===== config.mk =====
export PLATFORM = sky130hd
export DESIGN_NAME = lav_emit_flat
export DESIGN_NICKNAME = d
export VERILOG_FILES = /design/src/hdl/lav_pkg.sv /design/src/hdl/lav_if.sv /design/src/hdl/lav_emit.sv /design/src/flat_wrapper.sv
export SDC_FILE = /design/constraint.sdc
export NUM_CORES = 1
export LEC_CHECK = 0
export ABC_AREA = 0
export BUFFER_PORTS_ARGS = -buffer_cell sky130_fd_sc_hd__buf_2
export CORE_AREA = 8 8 196 198
export DETAILED_ROUTE_END_ITERATION = 7
export DIE_AREA = 0 0 204 206
export PLACE_DENSITY = 0.69
export SYNTH_ARGS = -nofsm -noshare
export SYNTH_HDL_FRONTEND = slang
export SYNTH_SLANG_ARGS = --single-unit

===== constraint.sdc =====
create_clock -name clk -period 12.1 [get_ports clk]
set_clock_uncertainty 0.2 [all_clocks]
set_input_delay 1.21 -clock clk [delete_from_list [all_inputs] [get_ports clk]]
set_output_delay 1.21 -clock clk [all_outputs]
set_load 0.01 [all_outputs]

===== src/hdl/lav_pkg.sv =====
`timescale 1ns / 1ps

package lav_pkg;

    localparam int FIX_W = 32;
    localparam int DIFF_W = FIX_W + 1;
    localparam int ACC_W = 64;
    localparam int OPND_W = 33;
    localparam int MAG_W = 30;
    localparam int ROOT_W = 31;
    localparam int SQ_W = 2 * ROOT_W;
    localparam int QUEUE_DEPTH = 2;

    typedef logic signed [FIX_W-1:0] fix_t;
    typedef logic signed [DIFF_W-1:0] diff_t;

    typedef struct packed {
        fix_t eye_x;
        fix_t eye_y;
        fix_t eye_z;
        fix_t target_x;
        fix_t target_y;
        fix_t target_z;
        fix_t up_x;
        fix_t up_y;
        fix_t up_z;
    } in_item_t;

    typedef struct packed {
        logic [1:0] row_index;
        fix_t       col_x;
        fix_t       col_y;
        fix_t       col_z;
        fix_t       col_w;
        logic       degenerate;
        logic       last_row;
    } out_item_t;

    typedef struct packed {
        fix_t  [2:0] eye;
        fix_t  [2:0] up;
        diff_t [2:0] diff;
        logic        zero;
    } job_t;

    typedef struct packed {
        fix_t [2:0][3:0] ent;
        logic            degen;
    } matrix_t;

    typedef enum logic [3:0] {
        ST_IDLE,
        ST_ABS,
        ST_SHIFT,
        ST_SQ,
        ST_SQRT_WAIT,
        ST_DIV_START,
        ST_DIV_WAIT,
        ST_RC,
        ST_UPX,
        ST_DOT,
        ST_DONE
    } back_state_t;

endpackage


===== src/hdl/lav_if.sv =====


interface lav_out_if import lav_pkg::*; ();
    logic      valid;
    logic      ready;
    out_item_t data;

    modport source (output valid, output data, input ready);
    modport sink (input valid, input data, output ready);
endinterface


===== src/hdl/lav_emit.sv =====
`timescale 1ns / 1ps

module lav_emit import lav_pkg::*;
#(
    parameter int FRAC_BITS = 16
)
(
    input  logic    clk,
    input  logic    rst_n,
    input  matrix_t mat,
    input  logic    mat_valid,
    output logic    mat_free,
    lav_out_if.source rows
);

    localparam fix_t ONE = fix_t'(64'sd1 <<< FRAC_BITS);

    matrix_t    mat_reg;
    logic       busy_reg;
    logic [1:0] row_reg;
    logic       beat;
    logic       load;

    assign beat = rows.valid && rows.ready;
    assign mat_free = !busy_reg || (beat && row_reg == 2'd3);
    assign load = mat_valid && mat_free;

    always_ff @(posedge clk)
    begin
        if (load)
        begin
            mat_reg <= mat;
        end
    end

    always_ff @(posedge clk or negedge rst_n)
    begin
        if (!rst_n)
        begin
            busy_reg <= 1'b0;
            row_reg <= 2'd0;
        end
        else
        begin
            if (load)
            begin
                busy_reg <= 1'b1;
                row_reg <= 2'd0;
            end
            else if (beat)
            begin
                row_reg <= row_reg + 2'd1;
                if (row_reg == 2'd3)
                begin
                    busy_reg <= 1'b0;
                end
            end
        end
    end

    always_comb
    begin
        rows.valid = busy_reg;
        rows.data.row_index = row_reg;
        rows.data.degenerate = mat_reg.degen;
        rows.data.last_row = (row_reg == 2'd3);
        if (row_reg == 2'd3)
        begin
            rows.data.col_x = '0;
            rows.data.col_y = '0;
            rows.data.col_z = '0;
            rows.data.col_w = ONE;
        end
        else
        begin
            rows.data.col_x = mat_reg.ent[row_reg][0];
            rows.data.col_y = mat_reg.ent[row_reg][1];
            rows.data.col_z = mat_reg.ent[row_reg][2];
            rows.data.col_w = mat_reg.ent[row_reg][3];
        end
    end

    a_row_hold: assert property (@(posedge clk) disable iff (!rst_n)
        (busy_reg && !beat) |=> $stable(row_reg))
        else $error("row counter moved without a beat");

endmodule


===== src/flat_wrapper.sv =====
// flat-port wrapper written by rule: the top's interface ports become plain ports
module lav_emit_flat import lav_pkg::*;
#(
    parameter int FRAC_BITS = 16
)
  (clk, rst_n, mat, mat_valid, mat_free, rows_valid, rows_data, rows_ready);
  lav_out_if rows_i ();
  input  logic clk;
  input  logic rst_n;
  input  matrix_t mat;
  input  logic mat_valid;
  output logic mat_free;
  output wire logic [$bits(rows_i.valid)-1:0] rows_valid;
  output wire logic [$bits(rows_i.data)-1:0] rows_data;
  input wire logic [$bits(rows_i.ready)-1:0] rows_ready;
  assign rows_valid = rows_i.valid;
  assign rows_data = rows_i.data;
  assign rows_i.ready = rows_ready;
  lav_emit #(.FRAC_BITS(FRAC_BITS)) u_core (.clk(clk), .rst_n(rst_n), .mat(mat), .mat_valid(mat_valid), .mat_free(mat_free), .rows(rows_i));
endmodule

---- After elaboration in Yosys (flattened, before gate mapping) ----
Cells that the tools add are included.
storage, ports and cells
  RAM bits ................................ 0
  memory bits (read-only) ................. 0
  flip-flop bits (word level) ............. 388
  memories ................................ 0
  bits in latches ......................... 0
  output and inout port bits .............. 134
  bits of input ports ..................... 389
  word-level logic and storage cells ...... 34
cells by class
  bitwise operators ....................... 0
  shift-type cells ........................ 0
  mux-type cells .......................... 8
  equality and inequality tests ........... 1
  reductions and logical operators ........ 8
  div/mod/pow operators ................... 0
  multipliers ............................. 0
  $lt $le $gt $ge ......................... 1
  $add $sub $neg .......................... 1
operators by type and width
  kind                 number
  $bmux 128 s2         1
  $mux 128             2
  $mux 2               2
  $reduce_bool 2->1    2
  $logic_and 1x1->1    3
  $lt 2x3->1 const B   1
  $mux 1               3
  $add 2x1->2 const B  1
  $eq 2x2->1 const B   1
  $reduce_and 2->1     1
  $logic_not 1->1      1
  $logic_or 1x1->1     1

---- Logic depth before layout (Yosys ltp) ----
  depth after elaboration ................. 6
  gate-level depth with buffers ........... 6
  mapped depth without buffers ............ 4

---- Worst setup path after synthesis ----
No wires, ideal clock.
  path type ............................... input to register
  from .................................... input rows_ready
  to ...................................... register u_core.mat_reg[100] (netlist name) (enable)
  path buffers ............................ 0
  arrival time ............................ 10,163 ps
  path slack .............................. 937 ps
  stages on the path ...................... 3
  required time ........................... 11,101 ps
  library setup time ...................... 799 ps
  cell sequence ........................... nand2_1 > nand2_1 > and2_1
between the ends
  word-level cells in the longest chain between the ends .. 4
ends and longest elaborated chain
  item                  line                text
  start, declared       flat_wrapper.sv:15  input wire logic [$bits(rows_i.ready)-1:0] rows_ready;
  $logic_and 1x1->1     lav_emit.sv:24      assign beat = rows.valid && rows.ready;
  $logic_and 1x1->1     lav_emit.sv:25      assign mat_free = !busy_reg || (beat && row_reg == 2'd3);
  $logic_or 1x1->1      lav_emit.sv:25
  net mat_free          flat_wrapper.sv:12  output logic mat_free;
  $logic_and 1x1->1     lav_emit.sv:26      assign load = mat_valid && mat_free;
  net u_core.load       lav_emit.sv:22      logic load;
  end signal, assigned  lav_emit.sv:32      mat_reg <= mat;
  end, declared         lav_emit.sv:18      matrix_t mat_reg;
The timed path passes the listed nets, and every way through them passes these cells.
A chain may end at the register's enable or synchronous reset.

---- Worst setup path after layout ----
  from .................................... register u_core.row_reg[0]
  to ...................................... register u_core.mat_reg[24] (netlist name) (enable)
between the ends
  word-level cells in the longest chain between the ends .. 4
ends and longest elaborated chain
  item                    line            text
  start, declared         lav_emit.sv:20  logic [1:0] row_reg;
  start signal, assigned  lav_emit.sv:52  row_reg <= row_reg + 2'd1;
  $eq 2x2->1              lav_emit.sv:25
  $logic_and 1x1->1       lav_emit.sv:25
  $logic_or 1x1->1        lav_emit.sv:25
  $logic_and 1x1->1       lav_emit.sv:26
  net u_core.load         lav_emit.sv:22
The timed path passes the listed nets, and every way through them passes these cells.

==> out/metrics.cfg <==
[run_status]
status=finished clean

[critical_path]
cp_data_required_time_ns=12.06
crit_family=buffers and inverters
r2r_slack_ns=6.83
crit_chain=ha_4 > nand2_1 > nand2_1 > and2_4 > buf_4 > buf_4
path_buf_inv=2
crit_arrival_ns=5.23
cp_slowest_stage_delay_ns=0.96
crit_type=flip-flop to flip-flop
path_max_fanout=85
cp_slowest_cell=buf_4
cp-end-kind=flip-flop
startpoint_type=flip-flop

[drt]
dr_wl_met3_mm=4.03
vias_per_cell=5.23
highest_layer=met5
wl_mm=43.4
drc=0
dr.pass1.iters=5
drtIter0Drc=609
vias=10400
wl_met1_mm=16.6
wire_per_inst_um=21.8
wl_met2_mm=21.5
antenna_left=0

[synthesis]
ys_ff_latch=388
yosys_warnings=0
yosysUniqueCellTypes=27
ys_seq_area_frac=0.740
async_flop_share=0.00773
yosys.area.top_type=edfxtp_1
synth_top_area_frac=0.735
synth_cells=1001
synth_fp_nets=1391
syn_avg_cell_area_um2=15.7
synth_area_leaders=edfxtp_1 (74%), a211oi_1 (10%), nor2b_1 (4.3%)
ys.flop_type=edfxtp_1
synth_edf_count=385
syn_area_um2=15700

[floorplan]
start_util=0.446
io_pins=523
die_x_um=204
dieArea_um2=42000
placementRows=69
fp.coreArea_um2=35200
die_h_um=206

[cts]
cts_tree=built
clk_latency_ns=0.54
cts_resized=0
clkSinkCount=388
postCtsSetupBuffers=0
cts_buffer_depth=3
path_clk_slew_ns=0.06
cts_max_level=2
holdBufCountCts=0
cts_buffers=42
root_buffer=clkbuf_16

[power_and_ir_drop]
ir_worst_vdd_uv=147
power.leakage_uw=0.00739
power.density_nw_per_um2=232

[timing]
fmax_mhz=190
hold_viol=0
setup_violations=0
worst_pin_slew_ns=1.10
rsz0062_at_grt=false
maxSlewHeadroom=0.264
setup_tns_ns=0
fin_crit_ns=5.27
hold_slack_ns=0.255
layout_setup_ws_ns=6.83
final.period_utilization=0.436
drv_slew=0

[placed_design]
place_area_um2=18400
pre_cts_ws_ns=6.74
dp_hpwl_mm=30.0
place.gp.congestion=0.842
place_inst=1910
port_buffers=522

[final_layout]
layout_commonest_cell=buf_2
drive_above_1_share=0.414
final_cell_mix=buf_2 (522), edfxtp_1 (385), a211oi_1 (218)
fillers=2911
largest_reg_flops=384
area_growth_pct=25.4
seq_area_um2=11600
fin_area_um2=19700
stdcell_count=1992
multi_input_area_um2=3500
layout.nets=1883

[hold_path]
hold_path.class=primary input to asynchronous set/reset pin

[global_routing]
grt_pass1_vias=10700
grt_first_pass_wirelength_mm=63.5
grt_usage=0.197
grt-ovfl-total=0
grt_start_max_net_pins=98
antenna_found_initial=12

[flow_run]
cap_violations=0

## logic make-up (layout without fill, tap and decap cells)
| group | Yosys count | after routing | share of synthesized area |
|---|---|---|---|
| other | 0 | 7 | 0 |
| AND/OR/NAND/NOR | 265 | 265 | 0.0860 |
| buffers and inverters | 87 | 610 | 0.0382 |
| adder cells (fa/ha/maj) | 1 | 1 | 0.000796 |
| multiplexers | 2 | 2 | 0.00135 |
| flip-flops | 388 | 388 | 0.740 |
| AO/OA/AOI/OAI | 258 | 258 | 0.133 |
## layer usage
layer / vias to the layer above / global-route usage
met4: 10 / 0.0707
met3: 74 / 0.0627
met2: 470 / 0.332
li1: 4876 / -
met5: - / 0
met1: 4987 / 0.236
## cells in the mapped netlist, types with 3 or more instances
master,number
buf_2,25
and2b_1,20
buf_8,9
nand2_1,131
dfrtp_1,3
buf_1,3
a211oi_2,34
edfxtp_1,385
o21ai_0,3
nor2b_1,107
buf_4,13
buf_6,8
clkbuf_1,26
a211oi_1,218
## metrics by stage
stage	util	power, µW
6_report	0.560	4570
2_1_floorplan	-	2920
4_1_cts	0.559	4640
3_5_place_dp	0.523	3440
3_3_place_gp	0.523	3410
5_1_grt	0.559	4820
## final timing paths
check | start | end | cells after the start
setup / recovery | u_core.row_reg[0] | u_core.mat_reg[24] | 6
hold / removal | rst_n | u_core.rows.valid | 1
setup reg to reg | u_core.row_reg[0] | u_core.mat_reg[24] | 6
hold reg to reg | u_core.rows.valid | u_core.row_reg[1] | 2
max in group asynchronous | rst_n | u_core.row_reg[0] | 1
min in group clk | u_core.rows.valid | u_core.row_reg[1] | 2
## cell type report
cell class,instances,area share
diodes,7,0.000889
clock buffers,55,0.0590
multi-input cells,526,0.177
well taps,461,0.0293
flip-flops and latches,388,0.591
clock inverters,20,0.00521
repair buffers,534,0.137
inverters,1,0.000317
## power by group
part           total [µW]  switching, µW  internal, µW
clock network        1180            504           677
registers            1720           58.9          1660
logic                1670           1080           597
Note: power is estimated with default switching activity, not from simulation.
