==> src/hdl/lav_pkg.sv <==
`timescale 1ns / 1ps

package lav_pkg;

    localparam int FIX_W = 32;
    localparam int DIFF_W = FIX_W + 1;
    localparam int ACC_W = 64;
    localparam int OPND_W = 33;
    localparam int MAG_W = 30;
    localparam int ROOT_W = 31;
    localparam int SQ_W = 2 * ROOT_W;
    localparam int QUEUE_DEPTH = 2;

    typedef logic signed [FIX_W-1:0] fix_t;
    typedef logic signed [DIFF_W-1:0] diff_t;

    typedef struct packed {
        fix_t eye_x;
        fix_t eye_y;
        fix_t eye_z;
        fix_t target_x;
        fix_t target_y;
        fix_t target_z;
        fix_t up_x;
        fix_t up_y;
        fix_t up_z;
    } in_item_t;

    typedef struct packed {
        logic [1:0] row_index;
        fix_t       col_x;
        fix_t       col_y;
        fix_t       col_z;
        fix_t       col_w;
        logic       degenerate;
        logic       last_row;
    } out_item_t;

    typedef struct packed {
        fix_t  [2:0] eye;
        fix_t  [2:0] up;
        diff_t [2:0] diff;
        logic        zero;
    } job_t;

    typedef struct packed {
        fix_t [2:0][3:0] ent;
        logic            degen;
    } matrix_t;

    typedef enum logic [3:0] {
        ST_IDLE,
        ST_ABS,
        ST_SHIFT,
        ST_SQ,
        ST_SQRT_WAIT,
        ST_DIV_START,
        ST_DIV_WAIT,
        ST_RC,
        ST_UPX,
        ST_DOT,
        ST_DONE
    } back_state_t;

endpackage

==> src/hdl/lav_if.sv <==
`timescale 1ns / 1ps

interface lav_in_if import lav_pkg::*; ();
    logic     valid;
    logic     ready;
    in_item_t data;

    modport source (output valid, output data, input ready);
    modport sink (input valid, input data, output ready);
endinterface


==> src/hdl/lav_front.sv <==
`timescale 1ns / 1ps

module lav_front import lav_pkg::*;
(
    input  logic        clk,
    input  logic        rst_n,
    lav_in_if.sink      setup,
    output job_t        job,
    output logic        job_valid,
    input  logic        job_pop
);

    job_t       q_reg [QUEUE_DEPTH];
    logic       wr_reg;
    logic       rd_reg;
    logic [1:0] cnt_reg;
    job_t       job_new;
    logic       push;

    assign setup.ready = (cnt_reg != 2'(QUEUE_DEPTH));
    assign push = setup.valid && setup.ready;

    always_comb
    begin
        job_new.eye[0] = setup.data.eye_x;
        job_new.eye[1] = setup.data.eye_y;
        job_new.eye[2] = setup.data.eye_z;
        job_new.up[0] = setup.data.up_x;
        job_new.up[1] = setup.data.up_y;
        job_new.up[2] = setup.data.up_z;
        job_new.diff[0] = DIFF_W'(setup.data.eye_x) - DIFF_W'(setup.data.target_x);
        job_new.diff[1] = DIFF_W'(setup.data.eye_y) - DIFF_W'(setup.data.target_y);
        job_new.diff[2] = DIFF_W'(setup.data.eye_z) - DIFF_W'(setup.data.target_z);
        job_new.zero = (setup.data.eye_x == setup.data.target_x)
                    && (setup.data.eye_y == setup.data.target_y)
                    && (setup.data.eye_z == setup.data.target_z);
    end

    always_ff @(posedge clk)
    begin
        if (push)
        begin
            q_reg[wr_reg] <= job_new;
        end
    end

    always_ff @(posedge clk or negedge rst_n)
    begin
        if (!rst_n)
        begin
            wr_reg <= 1'b0;
            rd_reg <= 1'b0;
            cnt_reg <= 2'd0;
        end
        else
        begin
            if (push)
            begin
                wr_reg <= ~wr_reg;
            end
            if (job_pop)
            begin
                rd_reg <= ~rd_reg;
            end
            cnt_reg <= cnt_reg + 2'(push) - 2'(job_pop);
        end
    end

    assign job = q_reg[rd_reg];
    assign job_valid = (cnt_reg != 2'd0);

    a_cnt_bound: assert property (@(posedge clk) disable iff (!rst_n)
        cnt_reg <= 2'(QUEUE_DEPTH))
        else $error("front queue count out of range");

endmodule

==> src/flat_wrapper.sv <==
// flat-port wrapper written by rule: the top's interface ports become plain ports
module lav_front_flat import lav_pkg::*;
  (clk, rst_n, job, job_valid, job_pop, setup_valid, setup_data, setup_ready);
  lav_in_if setup_i ();
  input  logic clk;
  input  logic rst_n;
  output job_t job;
  output logic job_valid;
  input  logic job_pop;
  input wire logic [$bits(setup_i.valid)-1:0] setup_valid;
  input wire logic [$bits(setup_i.data)-1:0] setup_data;
  output wire logic [$bits(setup_i.ready)-1:0] setup_ready;
  assign setup_i.valid = setup_valid;
  assign setup_i.data = setup_data;
  assign setup_ready = setup_i.ready;
  lav_front u_core (.clk(clk), .rst_n(rst_n), .setup(setup_i), .job(job), .job_valid(job_valid), .job_pop(job_pop));
endmodule
==> config.mk <==
export PLATFORM = sky130hd
export DESIGN_NAME = lav_front_flat
export DESIGN_NICKNAME = d
export VERILOG_FILES = /design/src/hdl/lav_pkg.sv /design/src/hdl/lav_if.sv /design/src/hdl/lav_front.sv /design/src/flat_wrapper.sv
export SDC_FILE = /design/constraint.sdc
export NUM_CORES = 1
export LEC_CHECK = 0
export ABC_AREA = 1
export BUFFER_PORTS_ARGS = -buffer_cell sky130_fd_sc_hd__buf_2
export CORE_AREA = 2 2 223 335
export CTS_CLUSTER_SIZE = 10
export DETAILED_ROUTE_END_ITERATION = 10
export DIE_AREA = 0 0 225 337
export SLEW_MARGIN = 20
export SYNTH_ARGS = -nofsm -noshare
export SYNTH_HDL_FRONTEND = slang
export SYNTH_SLANG_ARGS = --single-unit
==> constraint.sdc <==
create_clock -name clk -period 17.71 [get_ports clk]
set_input_delay 2.6565 -clock clk [delete_from_list [all_inputs] [get_ports clk]]
set_output_delay 2.6565 -clock clk [all_outputs]
set_load 0.02 [all_outputs]
# == Word-level counts from Yosys, hierarchy flattened ==
# Memory sizes are Yosys's and may differ from the RTL's.
# Index checks and enable logic that the tools add are counted.
# totals
ff_bits,4
latchBits,0
ramBits,584
romBits,0
input_bits,292
output_inout_bits,294
elab_cells,21
memories,1
# mem_list
name,depth,width,rd,rd_clocked_by_memory_dff,wr,line,text
u_core.q_reg,2,292,1,0,1,lav_front.sv:13,job_t q_reg [QUEUE_DEPTH];
# op_classes
n_addsub,5
n_mul,0
div_mod_pow,0
n_lt_le_gt_ge,0
eq_ne,4
shift,0
mux,2
bitwise_logic,2
reduce_logical,4
# ops
cell,count
32-bit by 32-bit subtractor with 33-bit output,3
32-bit equality test,3
1-bit logical AND,3
2-bit by 1-bit adder with 2-bit output,1
1-bit 2-to-1 mux,2
2-bit != test (second input constant),1
1-bit NOT,2
2-bit nonzero test,1
2-bit by 1-bit subtractor with 2-bit output,1

# == Longest topological paths before layout ==
# logic_depth
word_depth,4
ltp_mapped,14
depth_no_buf,14

# == Worst setup path after synthesis ==
# OpenSTA, ideal clock, no wires.
# synth_path
path_type,input port to flip-flop
startpoint,input setup_valid
endpoint,"memory u_core.q_reg[1][0] (netlist name), enable pin"
setup_ps,952
arrival_time_ps,14863
required_time_ps,16758
setup_slack_ps,1895
cell_stages,2
path_buffers,0
path_cell_list,nand2_1 nor2_1
# synth_between
elab_chain_cells,3
# synth_rtl
item,line,text
"start, declared",flat_wrapper.sv:10,input wire logic [$bits(setup_i.valid)-1:0] setup_valid;
1-bit logical AND,lav_front.sv:21,assign push = setup.valid && setup.ready;
1-bit 2-to-1 mux,lav_front.sv:41,if (push)
1-bit 2-to-1 mux (implied by the code),lav_front.sv:43,q_reg[wr_reg] <= job_new;
"end, declared",lav_front.sv:13,
# Every way passes these cells.

==> out/metrics.csv <==
stage;metric;value;unit
outcome;status;finished, final reports clean;
sta;final hold violation count;0;
power_and_ir_drop;Pleak;16.0;nW
clock_tree;buffer count from post-CTS setup fixing;0;
cells_and_area;synth-to-layout area growth;20.5;%
clock_tree;worst skew pair latency;0.61;ns
cells_and_area;Layout Nets;3639;
yosys;Distinct cells, synth;25;
yosys;EDFF count, synth;584;
sta;crit path time final;6.46;ns
yosys;Mapped Nets;3006;
place;Final HPWL DP;60000;microns
drt;drt wl/cell;18.6;microns
critical_path;Crit-path slowest cell;dfrtp_4;
critical_path;crit-path most repeated cell;buf_4;
sta;worst setup margin;11.25;ns
grt;vias in the first global route;20100;
sta;setup_tns;0;ns
critical_path;crit-path max FO;75;
yosys;Synth area leader;edfxtp_1;
cells_and_area;FF/Latch Area;17600;sq um
clock_tree;# hold bufs at CTS;0;
critical_path;Critical Path AT;3.80;ns
floorplanning;CORE AREA;73100;sq um
yosys;Synth top cells by count;728 x nand2_1, 584 x edfxtp_1, 478 x inv_1;
place;Final GP Congestion;0.906;
min_path;Hold WC Path Type;flop to flop;
yosys;FFs w/ async S/R, synth;0.00680;
drt;first-pass iteration count of the detailed router;5;
yosys;top cell type's share of synthesized area;0.604;
clock_tree;clk sinks;588;
clock_tree;CTS root buf;clkbuf_16;
drt;drt total wl;77900;microns
sta;Max-slew headroom;0.285;
sta;Slew Limit Fails;0;
clock_tree;post-cts resize count;0;
floorplanning;DIE HEIGHT;337;microns
power_and_ir_drop;Power, Total;5.09;mW
floorplanning;initial core utilization;0.397;
floorplanning;IO Pins;586;
yosys;mapped cell area;29000;sq um
cells_and_area;share of layout cells above drive strength 1;0.311;
sta;fmax;155;MHz
grt;first-pass GRT wire length;114000;microns
drt;First DRT Iteration DRCs;978;
cells_and_area;fill count;6819;
critical_path;Worst EP required;15.05;ns
drt;vias per cell;4.75;
yosys;Seq cells post-synth;588;
power_and_ir_drop;Power Density;146;nW/um^2
yosys;Syn Inst Count;2613;
clock_tree;Clock Pin Slew Worst Setup and Hold Paths;0.05;ns
cells_and_area;number of flip-flops in the largest register;584;
clock_tree;Max clock buf depth;3;
yosys;post-synthesis sequential area ratio;0.608;
floorplanning;Die Wd;225;microns
critical_path;CP Cell Sequence;buf_4 > buf_4 > mux2_2 > buf_2;
yosys;Mean Syn Cell Area;11.1;sq um
yosys;dominant synthesized flop cell;edfxtp_1;
critical_path;max incr delay on CP;0.88;ns
place;Buffers on Ports;585;
critical_path;WS Path Type;flop to output port;
drt;Final ANT Viol Nets;0;
critical_path;crit end category;output port;
clock_tree;CTS H-Tree Depth;3;
place;pre-CTS setup slack;11.84;ns
yosys;Area contributors post-synth;edfxtp_1 60%, mux2_2 11%, nand2_1 9.4%;
cells_and_area;final core utilization;0.478;
sta;Setup Skew;0.0234;ns
drt;DRC;0;
cells_and_area;Multi-input gate area;9430;sq um
grt;GRT overflow;0;
floorplanning;die footprint;75800;sq um
drt;vias;20000;
sta;RSZ-0062 raised after global routing;false;
critical_path;CP Launch Type;flop;
grt;initial antenna violation count;17;
yosys;Ys Warns;0;
clock_tree;CTS buffer count;69;
grt;GRT Resource Usage Total;0.201;
grt;largest net degree at the start of global routing;156;
sta;fin crit share;0.365;
floorplanning;# rows;122;
power_and_ir_drop;worst IR drop on VDD;88.1;uV
sta;Least-Margin Pin Slew;1.07;ns
yosys;most common cell in the netlist;nand2_1;
clock_tree;CTS tree;built;
job;Max Cap Violations;0;
sta;endpoints failing setup;0;
[through the flow]
| stage | hold WS, ns | instances | instance area (sq um) |
|---|---|---|---|
| after floorplan | 0.487 | 2613 | 29000 |
| after global placement | 0.556 | 4105 | 33100 |
| after global routing | 0.664 | 4198 | 35000 |
| after detailed placement | 0.584 | 4105 | 33100 |
| final | 0.601 | 4199 | 35000 |
| after CTS | 0.599 | 4196 | 35000 |
[power breakdown]
part | switching [mW] | internal (mW)
Combinational | 1.16 | 0.652
Clock | 0.527 | 0.716
Sequential | 0.0951 | 1.94
[final timing paths]
check / slack, ns / startpoint / depth (start not counted) / endpoint
max: 11.25 / u_core.rd_reg$_DFFE_PN0P_ / 4 / job[204]
max in group asynchronous: 15.72 / rst_n / 1 / u_core.rd_reg$_DFFE_PN0P_
min reg2reg: 0.60 / u_core.wr_reg$_DFFE_PN0P_ / 2 / u_core.wr_reg$_DFFE_PN0P_
min in group asynchronous: 1.85 / rst_n / 1 / u_core.cnt_reg[0]$_DFF_PN0_
max reg2reg: 15.19 / u_core.cnt_reg[1]$_DFF_PN0_ / 4 / u_core.q_reg[0][194]$_DFFE_PP_
min: 0.60 / u_core.wr_reg$_DFFE_PN0P_ / 2 / u_core.wr_reg$_DFFE_PN0P_
[worst max-delay path: cells and delay by family (launching register included)]
family | cells | cell delay [ns]
multiplexers | 1 | 0.42
flip-flops | 1 | 0.88
buffers and inverters | 3 | 1.73
[layer usage]
layer,part of all wire,up-vias,track usage
li1,-,9855,-
met1,0.39,9311,0.227
met2,0.49,625,0.356
met3,0.080,145,0.0615
met4,0.030,14,0.0710
met5,0.0013,-,0
[cell type report]
cell class,instances,area share
multi-input cells,1513,0.270
clock inverters,9,0.00308
flip-flops and latches,588,0.504
repair buffers,596,0.0868
diodes,3,0.000215
inverters,478,0.0513
well taps,930,0.0333
clock buffers,82,0.0514
[layout by cell type, fill, tap and decap left out, types with 61 or more instances in the layout]
cell type / count
a21oi_1: 61
inv_1: 478
mux2_2: 292
nor2_1: 126
buf_2: 585
nand3_1: 71
edfxtp_1: 584
clkbuf_16: 70
nand2_1: 728
ha_1: 98
[cells by family (layout without fill, tap and decap cells)]
group / Yosys count / after routing / share of synthesized area
AO/OA/AOI/OAI: 67 / 67 / 0.0121
XOR/XNOR: 48 / 48 / 0.0145
adder cells (fa/ha/maj): 101 / 101 / 0.0443
buffers and inverters: 512 / 1165 / 0.0678
flip-flops: 588 / 588 / 0.608
multiplexers: 292 / 292 / 0.113
other: 0 / 3 / 0
AND/OR/NAND/NOR: 1005 / 1005 / 0.140
(Power assumes the default switching activity.)
